===== config.mk =====
export PLATFORM = sky130hd
export DESIGN_NAME = base64_hex_stream_codec
export DESIGN_NICKNAME = d
export VERILOG_FILES = /design/src/design/b64h_pkg.sv /design/src/design/b64h_front.sv /design/src/design/b64h_queue.sv /design/src/design/b64h_back.sv /design/src/design/base64_hex_stream_codec.sv
export SDC_FILE = /design/constraint.sdc
export NUM_CORES = 1
export LEC_CHECK = 0
export ABC_AREA = 1
export BUFFER_PORTS_ARGS = -buffer_cell sky130_fd_sc_hd__buf_2
export CAP_MARGIN = 0
export CORE_UTILIZATION = 47
export DETAILED_ROUTE_END_ITERATION = 12
export GPL_TIMING_DRIVEN = 0
export PLACE_DENSITY = 0.72
export SLEW_MARGIN = 40
export SYNTH_ARGS = -nofsm -noshare
export SYNTH_HDL_FRONTEND = slang
export SYNTH_SLANG_ARGS = --single-unit

===== constraint.sdc =====
create_clock -name clock -period 9.69 [get_ports clock]
set_clock_uncertainty 0.15 [all_clocks]
set_input_delay 1.4535 -clock clock [delete_from_list [all_inputs] [get_ports clock]]
set_output_delay 1.4535 -clock clock [all_outputs]
set_load 0.01 [all_outputs]

===== src/design/b64h_pkg.sv =====
// Shared types, codes and character tables for the base64 and hex stream codec.
`default_nettype none
package b64h_pkg;

   localparam int CSR_INDEX_W = 2;
   localparam int CSR_DATA_W  = 8;
   localparam int BEAT_CNT_W  = 3;
   localparam int MAX_BEATS   = 4;

   localparam logic [CSR_INDEX_W-1:0] CSR_OPERATION = 2'd0;
   localparam logic [CSR_INDEX_W-1:0] CSR_ALPHABET  = 2'd1;

   typedef enum logic [1:0] {
      OP_B64_ENCODE = 2'd0,
      OP_B64_DECODE = 2'd1,
      OP_HEX_ENCODE = 2'd2
   } op_type;

   typedef struct packed {
      logic [7:0] in_byte;
      logic       in_last;
   } req_payload_type;

   typedef struct packed {
      logic [7:0] out_byte;
      logic       out_last;
      logic       out_error;
   } rsp_payload_type;

   typedef struct packed {
      logic [MAX_BEATS-1:0][7:0] beats;
      logic [BEAT_CNT_W-1:0]     count;
      logic                      last;
      logic                      error;
   } job_type;

   typedef struct packed {
      logic    valid;
      job_type job;
   } job_push_type;

   function automatic logic [7:0] pad_char(input logic alt);
      pad_char = alt ? 8'h2e : 8'h3d;
   endfunction

   function automatic logic [7:0] enc_char(input logic [5:0] v, input logic alt);
      logic [7:0] c;
      c = 8'h00;
      if (v < 6'd26) begin
         c = 8'h41 + {2'b00, v};
      end else if (v < 6'd52) begin
         c = 8'h61 + {2'b00, v - 6'd26};
      end else if (v < 6'd62) begin
         c = 8'h30 + {2'b00, v - 6'd52};
      end else if (v == 6'd62) begin
         c = alt ? 8'h2d : 8'h2b;
      end else begin
         c = alt ? 8'h5f : 8'h2f;
      end
      enc_char = c;
   endfunction

   // Bit 6 set means the character lies outside the alphabet.
   function automatic logic [6:0] dec_val(input logic [7:0] c, input logic alt);
      logic [6:0] v;
      v = 7'h40;
      if (c >= 8'h41 && c <= 8'h5a) begin
         v = 7'(c - 8'h41);
      end else if (c >= 8'h61 && c <= 8'h7a) begin
         v = 7'(c - 8'h61 + 8'd26);
      end else if (c >= 8'h30 && c <= 8'h39) begin
         v = 7'(c - 8'h30 + 8'd52);
      end else if (c == (alt ? 8'h2d : 8'h2b)) begin
         v = 7'd62;
      end else if (c == (alt ? 8'h5f : 8'h2f)) begin
         v = 7'd63;
      end
      dec_val = v;
   endfunction

   function automatic logic [7:0] hex_char(input logic [3:0] n);
      hex_char = (n < 4'd10) ? (8'h30 + {4'h0, n}) : (8'h61 + {4'h0, n - 4'd10});
   endfunction

endpackage
`default_nettype wire


===== src/design/b64h_front.sv =====
// Front end: configuration registers, group state and building of output jobs.
`default_nettype none
module b64h_front (
   input  wire logic                            clock,
   input  wire logic                            reset,
   input  wire logic                            req_valid,
   output logic                                 req_stall,
   input  wire b64h_pkg::req_payload_type       req_payload,
   input  wire logic                            csr_valid,
   input  wire logic [b64h_pkg::CSR_INDEX_W-1:0] csr_index,
   input  wire logic [b64h_pkg::CSR_DATA_W-1:0] csr_data,
   input  wire logic                            queue_full,
   output b64h_pkg::job_push_type               push
);
   import b64h_pkg::*;

   op_type      operation_ff, operation_in;
   logic        alphabet_ff, alphabet_in;
   logic [23:0] gbuf_ff, gbuf_in;
   logic [1:0]  gcnt_ff, gcnt_in;
   logic [1:0]  pad_ff, pad_in;
   logic        err_ff, err_in;

   logic        accept;
   logic        is_pad;
   logic [6:0]  dv;
   logic [5:0]  sextet;
   logic [1:0]  pad_n;
   logic        err_n;
   logic [23:0] buf_n;
   logic [23:0] full;
   logic [2:0]  n_enc;

   assign req_stall = queue_full;
   assign accept    = req_valid && !queue_full;
   assign is_pad    = (req_payload.in_byte == pad_char(alphabet_ff));
   assign dv        = dec_val(req_payload.in_byte, alphabet_ff);

   always_comb begin
      operation_in = operation_ff;
      alphabet_in  = alphabet_ff;
      gbuf_in      = gbuf_ff;
      gcnt_in      = gcnt_ff;
      pad_in       = pad_ff;
      err_in       = err_ff;
      push         = '0;
      sextet       = '0;
      pad_n        = pad_ff;
      err_n        = err_ff;
      buf_n        = gbuf_ff;
      full         = gbuf_ff;
      n_enc        = {1'b0, gcnt_ff} + 3'd1;

      if (accept) begin
         case (operation_ff)
            OP_B64_ENCODE: begin
               buf_n = {gbuf_ff[15:0], req_payload.in_byte};
               case (n_enc)
                  3'd1:    full = {buf_n[7:0], 16'h0000};
                  3'd2:    full = {buf_n[15:0], 8'h00};
                  default: full = buf_n;
               endcase
               if (n_enc >= 3'd3 || req_payload.in_last) begin
                  push.valid          = 1'b1;
                  push.job.beats[0]   = enc_char(full[23:18], alphabet_ff);
                  push.job.beats[1]   = enc_char(full[17:12], alphabet_ff);
                  push.job.beats[2]   = (n_enc >= 3'd2) ? enc_char(full[11:6], alphabet_ff)
                                                        : pad_char(alphabet_ff);
                  push.job.beats[3]   = (n_enc == 3'd3) ? enc_char(full[5:0], alphabet_ff)
                                                        : pad_char(alphabet_ff);
                  push.job.count      = 3'd4;
                  push.job.last       = req_payload.in_last;
                  gbuf_in             = '0;
                  gcnt_in             = '0;
               end else begin
                  gbuf_in = buf_n;
                  gcnt_in = n_enc[1:0];
               end
               if (req_payload.in_last) begin
                  pad_in = '0;
                  err_in = 1'b0;
               end
            end
            OP_B64_DECODE: begin
               if (is_pad || pad_ff != 2'd0) begin
                  if (!is_pad) begin
                     err_n = 1'b1;
                  end
                  if (pad_ff != 2'd3) begin
                     pad_n = pad_ff + 2'd1;
                  end
               end else if (dv[6]) begin
                  err_n = 1'b1;
               end else begin
                  sextet = dv[5:0];
               end
               if (pad_n == 2'd3) begin
                  err_n = 1'b1;
               end
               buf_n = {gbuf_ff[17:0], sextet};
               if (gcnt_ff == 2'd3) begin
                  if (req_payload.in_last) begin
                     push.job.count = (pad_n == 2'd0) ? 3'd3 : (pad_n == 2'd1) ? 3'd2 : 3'd1;
                  end else begin
                     push.job.count = 3'd3;
                     if (pad_n != 2'd0) begin
                        err_n = 1'b1;
                     end
                  end
                  push.valid        = 1'b1;
                  push.job.beats[0] = buf_n[23:16];
                  push.job.beats[1] = buf_n[15:8];
                  push.job.beats[2] = buf_n[7:0];
                  push.job.last     = req_payload.in_last;
                  push.job.error    = err_n;
                  gbuf_in           = '0;
                  gcnt_in           = '0;
                  pad_in            = '0;
                  err_in            = req_payload.in_last ? 1'b0 : err_n;
               end else if (req_payload.in_last) begin
                  push.valid     = 1'b1;
                  push.job.count = 3'd1;
                  push.job.last  = 1'b1;
                  push.job.error = 1'b1;
                  gbuf_in        = '0;
                  gcnt_in        = '0;
                  pad_in         = '0;
                  err_in         = 1'b0;
               end else begin
                  gbuf_in = buf_n;
                  gcnt_in = gcnt_ff + 2'd1;
                  pad_in  = pad_n;
                  err_in  = err_n;
               end
            end
            OP_HEX_ENCODE: begin
               push.valid        = 1'b1;
               push.job.beats[0] = hex_char(req_payload.in_byte[7:4]);
               push.job.beats[1] = hex_char(req_payload.in_byte[3:0]);
               push.job.count    = 3'd2;
               push.job.last     = req_payload.in_last;
               if (req_payload.in_last) begin
                  gbuf_in = '0;
                  gcnt_in = '0;
                  pad_in  = '0;
                  err_in  = 1'b0;
               end
            end
            default: begin
            end
         endcase
      end

      if (csr_valid) begin
         case (csr_index)
            CSR_OPERATION: begin
               operation_in = op_type'(csr_data[1:0]);
               gbuf_in      = '0;
               gcnt_in      = '0;
               pad_in       = '0;
               err_in       = 1'b0;
            end
            CSR_ALPHABET: begin
               alphabet_in = csr_data[0];
            end
            default: begin
            end
         endcase
      end
   end

   always_ff @(posedge clock) begin
      if (reset) begin
         operation_ff <= OP_B64_ENCODE;
         alphabet_ff  <= 1'b0;
         gbuf_ff      <= '0;
         gcnt_ff      <= '0;
         pad_ff       <= '0;
         err_ff       <= 1'b0;
      end else begin
         operation_ff <= operation_in;
         alphabet_ff  <= alphabet_in;
         gbuf_ff      <= gbuf_in;
         gcnt_ff      <= gcnt_in;
         pad_ff       <= pad_in;
         err_ff       <= err_in;
      end
   end

   a_push_count: assert property (@(posedge clock) disable iff (reset)
      push.valid |-> (push.job.count != 3'd0 && push.job.count <= 3'(MAX_BEATS)))
      else $error("job pushed with an impossible beat count");

endmodule
`default_nettype wire


===== src/design/b64h_queue.sv =====
// Short job queue between the front end and the output sequencer.
`default_nettype none
module b64h_queue #(
   parameter int DEPTH = 2
) (
   input  wire logic                   clock,
   input  wire logic                   reset,
   input  wire b64h_pkg::job_push_type push,
   output logic                        full,
   output logic                        head_valid,
   output b64h_pkg::job_type           head,
   input  wire logic                   pop
);
   import b64h_pkg::*;

   localparam int PTR_W = (DEPTH > 1) ? $clog2(DEPTH) : 1;
   localparam int CNT_W = $clog2(DEPTH + 1);

   job_type            slot_ff [DEPTH];
   logic [PTR_W-1:0]   wr_ptr_ff, wr_ptr_in;
   logic [PTR_W-1:0]   rd_ptr_ff, rd_ptr_in;
   logic [CNT_W-1:0]   count_ff, count_in;
   logic               do_push;
   logic               do_pop;

   assign full       = (count_ff == CNT_W'(DEPTH));
   assign head_valid = (count_ff != '0);
   assign head       = slot_ff[rd_ptr_ff];
   assign do_push    = push.valid && !full;
   assign do_pop     = pop && head_valid;

   always_comb begin
      wr_ptr_in = wr_ptr_ff;
      rd_ptr_in = rd_ptr_ff;
      count_in  = count_ff;
      if (do_push) begin
         wr_ptr_in = (wr_ptr_ff == PTR_W'(DEPTH - 1)) ? '0 : wr_ptr_ff + PTR_W'(1);
      end
      if (do_pop) begin
         rd_ptr_in = (rd_ptr_ff == PTR_W'(DEPTH - 1)) ? '0 : rd_ptr_ff + PTR_W'(1);
      end
      if (do_push && !do_pop) begin
         count_in = count_ff + CNT_W'(1);
      end else if (do_pop && !do_push) begin
         count_in = count_ff - CNT_W'(1);
      end
   end

   always_ff @(posedge clock) begin
      if (do_push) begin
         slot_ff[wr_ptr_ff] <= push.job;
      end
   end

   always_ff @(posedge clock) begin
      if (reset) begin
         wr_ptr_ff <= '0;
         rd_ptr_ff <= '0;
         count_ff  <= '0;
      end else begin
         wr_ptr_ff <= wr_ptr_in;
         rd_ptr_ff <= rd_ptr_in;
         count_ff  <= count_in;
      end
   end

   a_no_overflow: assert property (@(posedge clock) disable iff (reset)
      push.valid |-> !full)
      else $error("job pushed into a full queue");

   a_no_underflow: assert property (@(posedge clock) disable iff (reset)
      pop |-> head_valid)
      else $error("job popped from an empty queue");

endmodule
`default_nettype wire


===== src/design/b64h_back.sv =====
// Back end: splits each job into result beats behind an output register.
`default_nettype none
module b64h_back (
   input  wire logic                  clock,
   input  wire logic                  reset,
   input  wire logic                  head_valid,
   input  wire b64h_pkg::job_type     head,
   output logic                       pop,
   output logic                       rsp_valid,
   input  wire logic                  rsp_stall,
   output b64h_pkg::rsp_payload_type  rsp_payload
);
   import b64h_pkg::*;

   job_type          job_ff, job_in;
   logic             job_valid_ff, job_valid_in;
   logic [1:0]       beat_ff, beat_in;
   logic             rsp_valid_ff, rsp_valid_in;
   rsp_payload_type  rsp_ff, rsp_in;
   logic             advance;
   logic             final_beat;

   assign advance    = !rsp_valid_ff || !rsp_stall;
   assign final_beat = ({1'b0, beat_ff} == job_ff.count - 3'd1);
   assign pop        = head_valid && (!job_valid_ff || (advance && final_beat));

   always_comb begin
      job_in       = job_ff;
      job_valid_in = job_valid_ff;
      beat_in      = beat_ff;
      rsp_valid_in = rsp_valid_ff;
      rsp_in       = rsp_ff;
      if (advance) begin
         rsp_valid_in = job_valid_ff;
         if (job_valid_ff) begin
            rsp_in.out_byte  = job_ff.beats[beat_ff];
            rsp_in.out_last  = final_beat && job_ff.last;
            rsp_in.out_error = job_ff.error;
            beat_in          = beat_ff + 2'd1;
            if (final_beat) begin
               job_valid_in = 1'b0;
            end
         end
      end
      if (pop) begin
         job_in       = head;
         job_valid_in = 1'b1;
         beat_in      = '0;
      end
   end

   always_ff @(posedge clock) begin
      job_ff <= job_in;
      rsp_ff <= rsp_in;
   end

   always_ff @(posedge clock) begin
      if (reset) begin
         job_valid_ff <= 1'b0;
         beat_ff      <= '0;
         rsp_valid_ff <= 1'b0;
      end else begin
         job_valid_ff <= job_valid_in;
         beat_ff      <= beat_in;
         rsp_valid_ff <= rsp_valid_in;
      end
   end

   assign rsp_valid   = rsp_valid_ff;
   assign rsp_payload = rsp_ff;

   a_beat_in_job: assert property (@(posedge clock) disable iff (reset)
      job_valid_ff |-> ({1'b0, beat_ff} < job_ff.count))
      else $error("beat index runs past the end of its job");

endmodule
`default_nettype wire


===== src/design/base64_hex_stream_codec.sv =====
// Top level of the streaming base64 encode, base64 decode and hex encode codec.
// Bytes arrive on the req_ channel, one per beat, with in_last on the final byte of a
// stream; the converted characters or bytes leave on the rsp_ channel, one per beat.
// A beat moves when valid is high and stall is low; the receiver drives stall.
// The csr_ port writes operation (index 0) and alphabet (index 1); csr_ready is always
// high, and a write to operation clears any open group.
// The first result of an item passes the job queue, the job register and the output
// register of the back end on its way to rsp_. One result beat leaves per cycle while
// the receiver does not stall; hex encode gives two beats per byte, base64 encode four
// per group of up to three bytes. The front end takes a new byte every cycle while the
// job queue (QUEUE_DEPTH jobs) has room.
// When the receiver stalls, the output register holds its beat, the queue fills, and
// req_stall rises once it is full; nothing is lost.
// Synchronous reset empties the queue and output register and returns operation and
// alphabet to base64 encode with the standard alphabet.
`default_nettype none
module base64_hex_stream_codec #(
   parameter int QUEUE_DEPTH = 2
) (
   input  wire logic                             clock,
   input  wire logic                             reset,
   input  wire logic                             req_valid,
   output logic                                  req_stall,
   input  wire b64h_pkg::req_payload_type        req_payload,
   output logic                                  rsp_valid,
   input  wire logic                             rsp_stall,
   output b64h_pkg::rsp_payload_type             rsp_payload,
   input  wire logic                             csr_valid,
   output logic                                  csr_ready,
   input  wire logic [b64h_pkg::CSR_INDEX_W-1:0] csr_index,
   input  wire logic [b64h_pkg::CSR_DATA_W-1:0]  csr_data
);
   import b64h_pkg::*;

   job_push_type push;
   logic         queue_full;
   logic         head_valid;
   job_type      head;
   logic         pop;

   assign csr_ready = 1'b1;

   b64h_front u_front (
      .clock       (clock),
      .reset       (reset),
      .req_valid   (req_valid),
      .req_stall   (req_stall),
      .req_payload (req_payload),
      .csr_valid   (csr_valid && csr_ready),
      .csr_index   (csr_index),
      .csr_data    (csr_data),
      .queue_full  (queue_full),
      .push        (push)
   );

   b64h_queue #(
      .DEPTH (QUEUE_DEPTH)
   ) u_queue (
      .clock      (clock),
      .reset      (reset),
      .push       (push),
      .full       (queue_full),
      .head_valid (head_valid),
      .head       (head),
      .pop        (pop)
   );

   b64h_back u_back (
      .clock       (clock),
      .reset       (reset),
      .head_valid  (head_valid),
      .head        (head),
      .pop         (pop),
      .rsp_valid   (rsp_valid),
      .rsp_stall   (rsp_stall),
      .rsp_payload (rsp_payload)
   );

endmodule
`default_nettype wire


; Yosys cells after proc, flatten, opt, wreduce, memory -nomap -nowiden
; Memories as Yosys holds them, arrays and structs flattened. A register that Yosys moved wholly into a read port is not among the register bits.
; Cells that the tools add are included.
[word_totals]
in_bits = 24
output_inout_bits = 13
elab_cells = 233
mem_bits_rw = 74
n_memories = 1
register_bits = 50
[classes]
eq_ne = 19
order_cmp = 23
mux = 101
n_reduce_logical = 34
addsub = 40
[memory_table]
columns = memory, depth, word_bits, read_ports, rd_ports_with_merged_regs, write_ports, line_no
row1 = u_queue.slot_ff, 2, 37, 1, 1, 1, b64h_queue.sv:19  ; job_type slot_ff [DEPTH];
[op_table]
columns = cell, n
row1 = 24-bit 2-to-1 mux, 10
row2 = 8-bit 2-to-1 mux, 22
row3 = 24-bit case mux with 3 select lines, 1
row4 = "7-bit by 6-bit adder with 8-bit output, first input constant", 8
row5 = 20-bit case mux with 3 select lines, 1
row6 = "6-bit < comparator, second input constant", 8
row7 = 24-bit case mux with 2 select lines, 1
row8 = 7-bit 2-to-1 mux, 6
row9 = 2-bit 2-to-1 mux, 20
row10 = 38-bit 2-to-1 mux, 1
row11 = 37-bit 2-to-1 mux, 1
row12 = "6-bit by 6-bit adder with 7-bit output, first input constant", 4
row13 = "6-bit equality test, second input constant", 4
row14 = "6-bit by 5-bit < comparator with 1-bit output, second input constant", 4
row15 = 1-bit 2-to-1 mux, 24
row16 = "6-bit by 5-bit subtractor with 6-bit output, second input constant", 4
row17 = "6-bit subtractor, second input constant", 4
row18 = "7-bit by 4-bit adder with 8-bit output, first input constant", 2
row19 = 8-bit binary-select mux with 2-bit select, 1
row20 = 8-bit by 6-bit equality test with 1-bit output, 2
row21 = "8-bit by 7-bit >= comparator with 1-bit output, second input constant", 2
row22 = "8-bit by 7-bit <= comparator with 1-bit output, second input constant", 2
row23 = 8-bit case mux with 2 select lines, 1
row24 = "6-bit by 4-bit adder with 7-bit output, first input constant", 2
row25 = 36 further kinds, 82

; Depth between registers and ports, before layout
; Gate-level depths: netlist of run 1.
[depth]
word_depth = 20
mapped_depth = 20
mapped_depth_nobuf = 19

; Modules after synthesis
; From an unflattened synthesis of run 1, not the netlist that was laid out.
[hier_totals]
cells_unflattened = 1199
area_unflattened_um2 = 10540.1
[by_module_without_submodules]
columns = mod, area_per_inst_um2, instances, cells_each, seq_area_each_um2
row1 = b64h_front, 5577.8, 1, 916, 520.5
row2 = b64h_queue, 3066.7, 1, 152, 2322.2
row3 = b64h_back, 1884.3, 1, 129, 1491.4
row4 = base64_hex_stream_codec, 11.3, 1, 2, 0.0

; Least setup slack after synthesis of run 1
; OpenSTA, ideal clock, no wires.
[synth_timing]
kind = input to register
from = in req_payload[0] in the netlist's numbering
to = mem u_queue.slot_ff[1][0] in the netlist's numbering (enable)
path_slack_ps = 5242
t_required_ps = 9107
setup_time_ps = 433
arrival_time_ps = 3865
stages = 7
path_cell_list = clkbuf_1 nor3_1 nor2_2 nor2_1 nor2_1 inv_1 nor2_1
[synth_between]
elab_chain_cells = 7
[synth_lines]
columns = element, line_no
row1 = from (decl), base64_hex_stream_codec.sv:24  ; input wire b64h_pkg::req_payload_type req_payload,
row2 = 1-bit 2-to-1 mux or 1-bit logical OR (tied branches), "b64h_front.sv:120, b64h_front.sv:63"
row3 = 1-bit 2-to-1 mux or 37-bit 2-to-1 mux (tied branches), "b64h_front.sv:101, b64h_front.sv:63"
row4 = 1-bit case mux with 3 select lines (*), b64h_front.sv:55  ; case (operation_ff)
row5 = 38-bit 2-to-1 mux (*), b64h_front.sv:54  ; if (accept) begin
row6 = 1-bit logical AND (*), b64h_queue.sv:29  ; assign do_push = push.valid && !full;
row7 = net u_queue.do_push, b64h_queue.sv:23  ; logic do_push;
row8 = 1-bit 2-to-1 mux (*), b64h_queue.sv:50  ; if (do_push) begin
row9 = 1-bit 2-to-1 mux (not written as such) (*), b64h_queue.sv:51  ; slot_ff[wr_ptr_ff] <= push.job;
row10 = to (decl), b64h_queue.sv:19
; The timed path passes the listed nets; every way through them passes the cells marked *.

==> flow_summary_export.csv, run 1 <==
group,metric,value,unit
setup_path,rrSetupSlack,5.74,ns
synthesis,syn_nets,1361,
placement,post-place-cells,1575,
finish,layoutNonFillerInstCount,1606,
clock_tree,insertion_delay,0.42,ns
route,wl_per_cell,17.19,um
setup_path,end_kind,"flip-flop",
floorplan,rows,53,
clock_tree,cts_max_path_buffers,2,
setup_path,crit_end,"u_queue.slot_ff[0][6]",
grt,antenna_found_initial,0,
pwr,pwr-share-seq,42.3,%
sta,maxSlewViolCount,0,
sta,period_share,44.17,%
grt,grt-ovfl-total,0,
route,ant_nets,0,
floorplan,fp.dieW,150.1,um
synthesis,synth_fa_ha_area_share,8.256,%
finish,layout_commonest_cell,"nand2_1",
synthesis,yosys-mux-area-fraction,0,%
finish,nets,1411,
placement,postPlaceCellArea,10910,um^2
synthesis,yosys.area_share.simple,23.29,%
setup_path,worstRegToRegCells,17,
synthesis,synth_edf_count,121,
sta,clock.fmax,233.6,MHz
finish,num_antenna_cells,0,
pwr,p_sw,0.8206,mW
placement,dp_hpwl,21020,um
synthesis,synth_top_cell_by_area,"edfxtp_1",
clock_tree,cts_buffers,17,
pwr,p_leak,4.833,nW
clock_tree,h-tree-depth,4,
synthesis,synth_top_family_by_area,"simple AND/OR/NAND/NOR gates",
clock_tree,ctsHoldBuffers,0,
setup_path,crit_type,"in2reg",
finish,multi_input_area,5238,um^2
route,via_count,8915,
synthesis,synth_top_area_share,35.26,%
setup_path,rr_startpoint,"u_front.gcnt_ff[0]",
synthesis,syn_area,10300,um^2
grt,grt_max_degree,38,
synthesis,ys_seq_area_share,41.86,%
sta,setup_viol,0,
floorplan,core-area,21290,um^2
finish,area_growth,11.29,%
pwr,intPower,1.518,mW
synthesis,synth_compound_area_share,16.02,%
floorplan,initial_utilization,48.41,%
pwr,netSwitchingFraction,35.08,%
clock_tree,cts_resized,0,
flow_run,maxCapViolations,0,
placement,gp_congestion,0.9495,
sta,fin_setup_tns,0,ns
sta,worst_pin_slew,0.7528,ns
synthesis,synth_cells,1269,
finish,n_fill_cell,1947,
synthesis,yosysWarnings,0,
sta,final.min_clock_period,4.280,ns
finish,fin_area,11470,um^2
floorplan,io_pins,37,
setup_path,cp_slowest_cell,"a21oi_1",
grt,grt_pass1_vias,8115,
finish,final_cell_mix,"311 x nand2_1, 129 x inv_1, 121 x edfxtp_1, 113 x nor2_1, 83 x a21oi_1",
outcome,outcome,"finished clean",
synthesis,ys_types,60,
synthesis,synth_area_leaders,"edfxtp_1 35%, nand2_1 11%, ha_1 8.3%, dfxtp_1 6.6%, inv_1 4.7%",
setup_path,cp_max_fo,11,
synthesis,ys_async_sr_fraction,0,%
pwr,power.density,204.0,nW/um^2
route,dr.pass1.iters,6,
pwr,comb_power_share,30.8,%
sta,max-slew-margin-rel,49.81,%
route,first_iter_violations,889,
clock_tree,tritoncts,"yes",
grt,grt_use_total,25.64,%
clock_tree,cts-root-buf,"clkbuf_16",
clock_tree,path_clk_slew,0.06,ns
route,viasPerCell,5.551,
synthesis,ys.flop_type,"edfxtp_1",
finish,regArea,4314,um^2
min_path,hp-class,"reg2reg",
route,wl,27600,um
synthesis,synth_seq_cells,155,
synthesis,avgSynthCellArea,8.120,um^2
setup_path,worstPathArrival,4.33,ns
grt,grt_pass1_wl,43740,um
pwr,irDropWorstVdd,151.4,uV
setup_path,slowest_delay,0.60,ns
pwr,power_frac_clock,26.9,%
placement,io_buffers,27,
setup_path,rr_endpoint,"u_queue.slot_ff[1][14]",
setup_path,start_kind,"primary input",
route,drc,0,
sta,hold_violations,0,
synthesis,synthXorXnorAreaFrac,3.060,%
setup_path,critPathLaunch,"req_payload[5]",
floorplan,die_area,22520,um^2
sta,rsz0062_at_grt,"false",
setup_path,critPathRequiredTime,9.74,ns
clock_tree,cts_num_sinks,155,
clock_tree,post_cts_buffers,0,
setup_path,cp_cell_sequence,"buf_2 -> buf_4 -> inv_2 -> o22ai_1 -> a21oi_1 -> inv_1 -> ha_1 -> inv_1 -> o21ai_1 -> nand2_1 -> nand2_2 -> a31oi_1 -> o221ai_1 -> a21oi_1",
floorplan,die_y,150.1,um
finish,drive_gt1_share,11.34,%
[kinds of logic after synthesis]
kind of cell | Yosys count
buf+inv | 189
compound gates | 274
fa+ha+maj | 68
simple gates | 546
xor+xnor | 36
flops | 155
other cells | 1
[worst max-delay path: cells and delay by family]
kind | cells | cell delay [ns]
AOI/OAI and AO/OA | 6 | 1.42
and+or+nand+nor | 2 | 0.30
buffers and inverters | 5 | 0.88
adders and majority gates | 1 | 0.28
[flip-flops by register name (all words and copies together) (netlist names)]
signal	cells
u_queue.rd_ptr_ff	1
u_back.job_valid_ff	1
u_front.alphabet_ff	1
u_back.rsp_valid	1
u_back.beat_ff	2
u_queue.slot_ff	74
u_front.gcnt_ff	2
u_back.job_ff	37
u_queue.count_ff	2
u_front.pad_ff	2
u_queue.wr_ptr_ff	1
u_front.gbuf_ff	18
u_back.rsp_payload	10
u_front.err_ff	1
u_front.operation_ff	2
[area by class of cell]
type                            instances  area share [%]
Buffer                                 40           1.800
Clock buffer                           19           3.775
Clock inverter                         12           1.080
Tap cell                              275           3.000
Inverter                              149           4.920
Sequential cell                       155           37.62
Timing Repair Buffer                   31           2.138
Multi-Input combinational cell        925           45.67
[worst min path at each step]
stage / endpoint / start / depth (start not counted) / slack, ns
finish: u_back.rsp_payload[0] / u_back.job_ff[0] / 0 / 0.28
global route: u_back.rsp_payload[0] / u_back.job_ff[0] / 0 / 0.31
CTS: u_back.rsp_payload[0] / u_back.job_ff[0] / 0 / 0.28
detailed placement: u_back.rsp_payload[0] / u_back.job_ff[0] / 0 / 0.26
global placement: u_back.rsp_payload[0] / u_back.job_ff[0] / 0 / 0.26
floorplan: u_back.rsp_payload[0] / u_back.job_ff[0] / 0 / 0.25
[metal layers]
layer | GRT usage [%] | up-vias | share of wire, %
met5 | 0 | - | 0
met4 | 7.727 | 0 | 2.1
met3 | 3.902 | 54 | 7.1
met2 | 41.69 | 372 | 47
met1 | 35.11 | 4095 | 44
li1 | - | 4394 | -
[power groups by stage]
| stage | Combinational [mW] | Sequential [mW] | Clock, mW |
|---|---|---|---|
| floorplan | 0.493 | 0.983 | 0 |
| global placement | 0.681 | 0.999 | 0 |
| detailed placement | 0.709 | 1.00 | 0 |
| CTS | 0.714 | 0.988 | 0.633 |
| global route | 0.809 | 1.00 | 0.664 |
| finish | 0.720 | 0.990 | 0.629 |
[stage by stage]
| stage | utilization, % | setup WS, ns | power, mW | hold WS (ns) |
|---|---|---|---|---|
| 6_report | 53.88 | 5.410 | 2.339 | 0.2843 |
| 5_1_grt | 53.88 | 5.209 | 2.477 | 0.3063 |
| 4_1_cts | 53.86 | 5.485 | 2.335 | 0.2764 |
| 3_5_place_dp | 51.25 | 5.058 | 1.710 | 0.2628 |
| 3_3_place_gp | 50.66 | 3.933 | 1.680 | 0.2568 |
| 2_1_floorplan | - | 5.242 | 1.476 | 0.2503 |
[synth_stat cells, types with 5 or more instances]
cell / n
a21oi_1: 83
o211ai_1: 9
ha_1: 68
o31ai_1: 5
xor2_1: 31
inv_1: 130
nand2_1: 311
clkbuf_1: 22
nand3_1: 47
xnor2_1: 5
edfxtp_1: 121
dfxtp_1: 34
o21ai_2: 7
o21ai_1: 12
nor2_4: 7
inv_2: 14
a22oi_1: 12
nand4_1: 12
a221oi_1: 8
buf_2: 9
nand2_2: 11
nor3_1: 14
nor2_1: 116
o21ai_0: 73
nor2_2: 5
a31oi_1: 9
o22ai_1: 29
nand2_4: 5
No activity file was read; power rests on OpenSTA's default activity.
==> run 2, diff against run 1 <==
Settings changed: ABC_AREA 1 to 0.
Clock period 9.69 ns to 4.2 ns, I/O delays scaled along.
==> run 2 against run 1 <==
- cell count fell by 17%
- sequential power rose by 120%
- worst hold slack got worse by 0.0054 ns
- sequential share of layout area rose by 0.41 points
- clock-buffer cell count fell by 2
- critical path depth fell by 1
- die area fell by 3.0%
- worst setup slack got worse by 5.3 ns
- power rose by 120%
- sequential cell count did not move
- critical path type is now reg2reg
- critical endpoint is now u_queue.slot_ff[0][20]
- largest cell class unchanged
==> flow_summary_export.csv, run 2 <==
group,metric,value,unit
min_path,hp-class,"reg2reg",
sta,whs,0.2789,ns
floorplan,core-area,20560,um^2
flow_run,maxCapViolations,0,
clock_tree,insertion_delay,0.43,ns
synthesis,synth_edf_count,121,
setup_path,rrSetupSlack,0.14,ns
clock_tree,cts_buffers,17,
pwr,power_frac_clock,30.8,%
setup_path,worstPathArrival,4.14,ns
pwr,netSwitchingFraction,31.31,%
pwr,power.density,456.4,nW/um^2
setup_path,critPathLaunch,"u_front.gcnt_ff[0]",
route,dr.pass1.iters,6,
synthesis,yosysWarnings,0,
sta,fin_setup_tns,0,ns
route,wl,28080,um
sta,hold_violations,0,
setup_path,cp_max_fo,10,
finish,n_fill_cell,1797,
setup_path,cp_cell_sequence,"ha_1 -> buf_2 -> buf_2 -> clkbuf_4 -> nor3b_1 -> a21oi_2 -> buf_4 -> ha_1 -> a21oi_2 -> o21ai_1 -> nand2_1 -> or3_1 -> a21oi_1",
outcome,outcome,"finished clean",
placement,post-place-cells,1294,
placement,io_buffers,29,
finish,layout_commonest_cell,"edfxtp_1",
sta,rsz0062_at_grt,"false",
pwr,p_leak,4.116,nW
synthesis,ys_async_sr_fraction,0,%
sta,clock.fmax,246.1,MHz
clock_tree,h-tree-depth,4,
setup_path,worstRegToRegCells,13,
sta,maxSlewViolCount,0,
floorplan,fp.dieW,147.8,um
sta,worst_pin_slew,0.7589,ns
route,wl_per_cell,21.10,um
sta,period_share,96.76,%
route,via_count,8218,
setup_path,rr_startpoint,"u_front.gcnt_ff[0]",
grt,antenna_found_initial,0,
sta,setup_viol,0,
finish,nets,1141,
synthesis,synth_compound_area_share,18.57,%
synthesis,syn_nets,1082,
setup_path,cp_slowest_cell,"o21ai_1",
floorplan,initial_utilization,48.59,%
finish,area_growth,13.55,%
finish,top_regs,"u_queue.slot_ff x74, u_back.job_ff x37, u_front.gbuf_ff x18",
clock_tree,cts-root-buf,"clkbuf_16",
setup_path,end_kind,"flip-flop",
synthesis,synth_most_common_cell,"edfxtp_1",
clock_tree,cts_num_sinks,155,
grt,grt_use_total,26.34,%
clock_tree,ctsHoldBuffers,0,
synthesis,synthXorXnorAreaFrac,5.348,%
route,drc,0,
finish,drive_gt1_share,16.31,%
synthesis,synth_top_cell_by_area,"edfxtp_1",
synthesis,ys_types,79,
synthesis,synth_top_area_share,36.37,%
pwr,comb_power_share,27.5,%
setup_path,critPathRequiredTime,4.27,ns
setup_path,crit_end,"u_queue.slot_ff[0][20]",
floorplan,rows,52,
finish,final_cell_mix,"121 x edfxtp_1, 77 x a21oi_1, 73 x nor2_1, 68 x ha_1, 66 x nand2_1",
setup_path,slowest_delay,0.48,ns
synthesis,synth_area_leaders,"edfxtp_1 36%, ha_1 8.5%, dfxtp_1 6.8%, a21oi_1 4.3%, mux2_2 4.3%",
clock_tree,tritoncts,"yes",
setup_path,rr_endpoint,"u_queue.slot_ff[0][20]",
grt,grt_max_degree,38,
sta,setup_ws,0.1362,ns
finish,top_register,"u_queue.slot_ff",
clock_tree,path_clk_slew,0.07,ns
placement,gp_congestion,0.9707,
grt,grt_pass1_wl,43980,um
floorplan,die_area,21840,um^2
finish,num_antenna_cells,0,
placement,place_worst_setup_slack,-0.4186,ns
pwr,intPower,3.557,mW
pwr,p_sw,1.621,mW
setup_path,crit_type,"reg2reg",
synthesis,ys.flop_type,"edfxtp_1",
finish,layoutNonFillerInstCount,1331,
clock_tree,cts_max_path_buffers,2,
synthesis,ys_seq_area_share,43.18,%
synthesis,yosys.area_share.simple,13.74,%
synthesis,synth_common_cells,"121 x edfxtp_1, 86 x a21oi_1, 74 x nor2_1",
grt,grt_pass1_vias,7887,
synthesis,syn_area,9991,um^2
finish,final_core_util,55.18,%
route,ant_nets,0,
pwr,irDropWorstVdd,301.0,uV
route,viasPerCell,6.174,
route,first_iter_violations,1011,
finish,largest_reg_flops,74,
synthesis,synth_top_family_by_area,"compound AO/OA/AOI/OAI gates",
synthesis,synth_cells,990,
grt,grt-ovfl-total,0,
synthesis,synth_seq_cells,155,
sta,max-slew-margin-rel,49.41,%
setup_path,start_kind,"flip-flop",
synthesis,yosys-mux-area-fraction,6.788,%
floorplan,die_y,147.8,um
sta,final.min_clock_period,4.064,ns
floorplan,io_pins,37,
synthesis,synth_fa_ha_area_share,8.516,%
synthesis,avgSynthCellArea,10.09,um^2
placement,dp_hpwl,20330,um
pwr,pwr-share-seq,41.8,%
## run 2: cell types whose count changed in the layout (fill, tap and decap cells not counted), sizes merged, moves of 23 or more
cell,before,now
xnor2,5,35
inv,147,44
nand3,51,28
mux2,0,38
nor2,130,74
nand2,327,68
o21ai,93,48
## run 2: layer usage
layer | vias to the layer above | share of wire [%] | wire length [um] | global-route usage, %
li1 | 3806 | - | - | -
met1 | 3951 | 42 | 11710 | 34.67
met2 | 401 | 48 | 13350 | 43.30
met3 | 60 | 8.1 | 2285 | 5.000
met4 | 0 | 2.6 | 734 | 9.330
met5 | - | 0 | 0 | 0
## run 2: kinds of logic after synthesis
logic type,after synthesis
AO/OA/AOI/OAI,280
XOR/XNOR,61
adder cells (fa/ha/maj),68
buffers and inverters,97
flip-flops,155
multiplexers,53
other,1
AND/OR/NAND/NOR,275
## run 2: how the worst min path moves through the flow
stage	startpoint	cells past startpoint	endpoint
CTS	u_back.job_ff[0]	0	u_back.rsp_payload[0]
floorplan	u_back.job_ff[0]	0	u_back.rsp_payload[0]
global placement	u_back.job_ff[0]	0	u_back.rsp_payload[0]
finish	u_back.job_ff[0]	0	u_back.rsp_payload[0]
global route	u_back.job_ff[0]	0	u_back.rsp_payload[0]
detailed placement	u_back.job_ff[0]	0	u_back.rsp_payload[0]
## run 2: what timing repair did
action	CTS	global route
gates resized for setup	8	19
setup endpoints to repair	32	40
pin swaps	0	1
setup buffers	1	8
## run 2: power groups by stage
stage | Sequential [mW] | Clock, mW | Combinational (mW)
after floorplan | 2.17 | 0 | 0.936
after global placement | 2.20 | 0 | 1.30
after detailed placement | 2.19 | 0 | 1.38
after CTS | 2.17 | 1.61 | 1.41
after global routing | 2.19 | 1.67 | 1.54
final | 2.16 | 1.59 | 1.42
## run 2: through the flow
stage / instance area, um^2 / power [mW]
global placement: 10480 / 3.496
CTS: 11220 / 5.182
detailed placement: 10570 / 3.579
finish: 11340 / 5.178
global route: 11340 / 5.397
floorplan: 10000 / 3.111
## run 2: area by class of cell
class / count / area, um^2 / area share, %
Buffer: 56 / 236.5 / 2.084
Clock buffer: 17 / 425.4 / 3.750
Clock inverter: 14 / 186.4 / 1.643
Inverter: 38 / 142.6 / 1.257
Multi-Input combinational cell: 738 / 5429 / 47.86
Sequential cell: 155 / 4314 / 38.03
Tap cell: 270 / 337.8 / 2.978
Timing Repair Buffer: 43 / 272.8 / 2.404
## run 2: critical path: cells and delay by family (launching register included)
kind | cells | cell delay, ns
AOI/OAI and AO/OA | 4 | 1.09
adders and majority gates | 2 | 0.46
buffers and inverters | 4 | 1.00
DFF | 1 | 0.47
and+or+nand+nor | 3 | 0.67
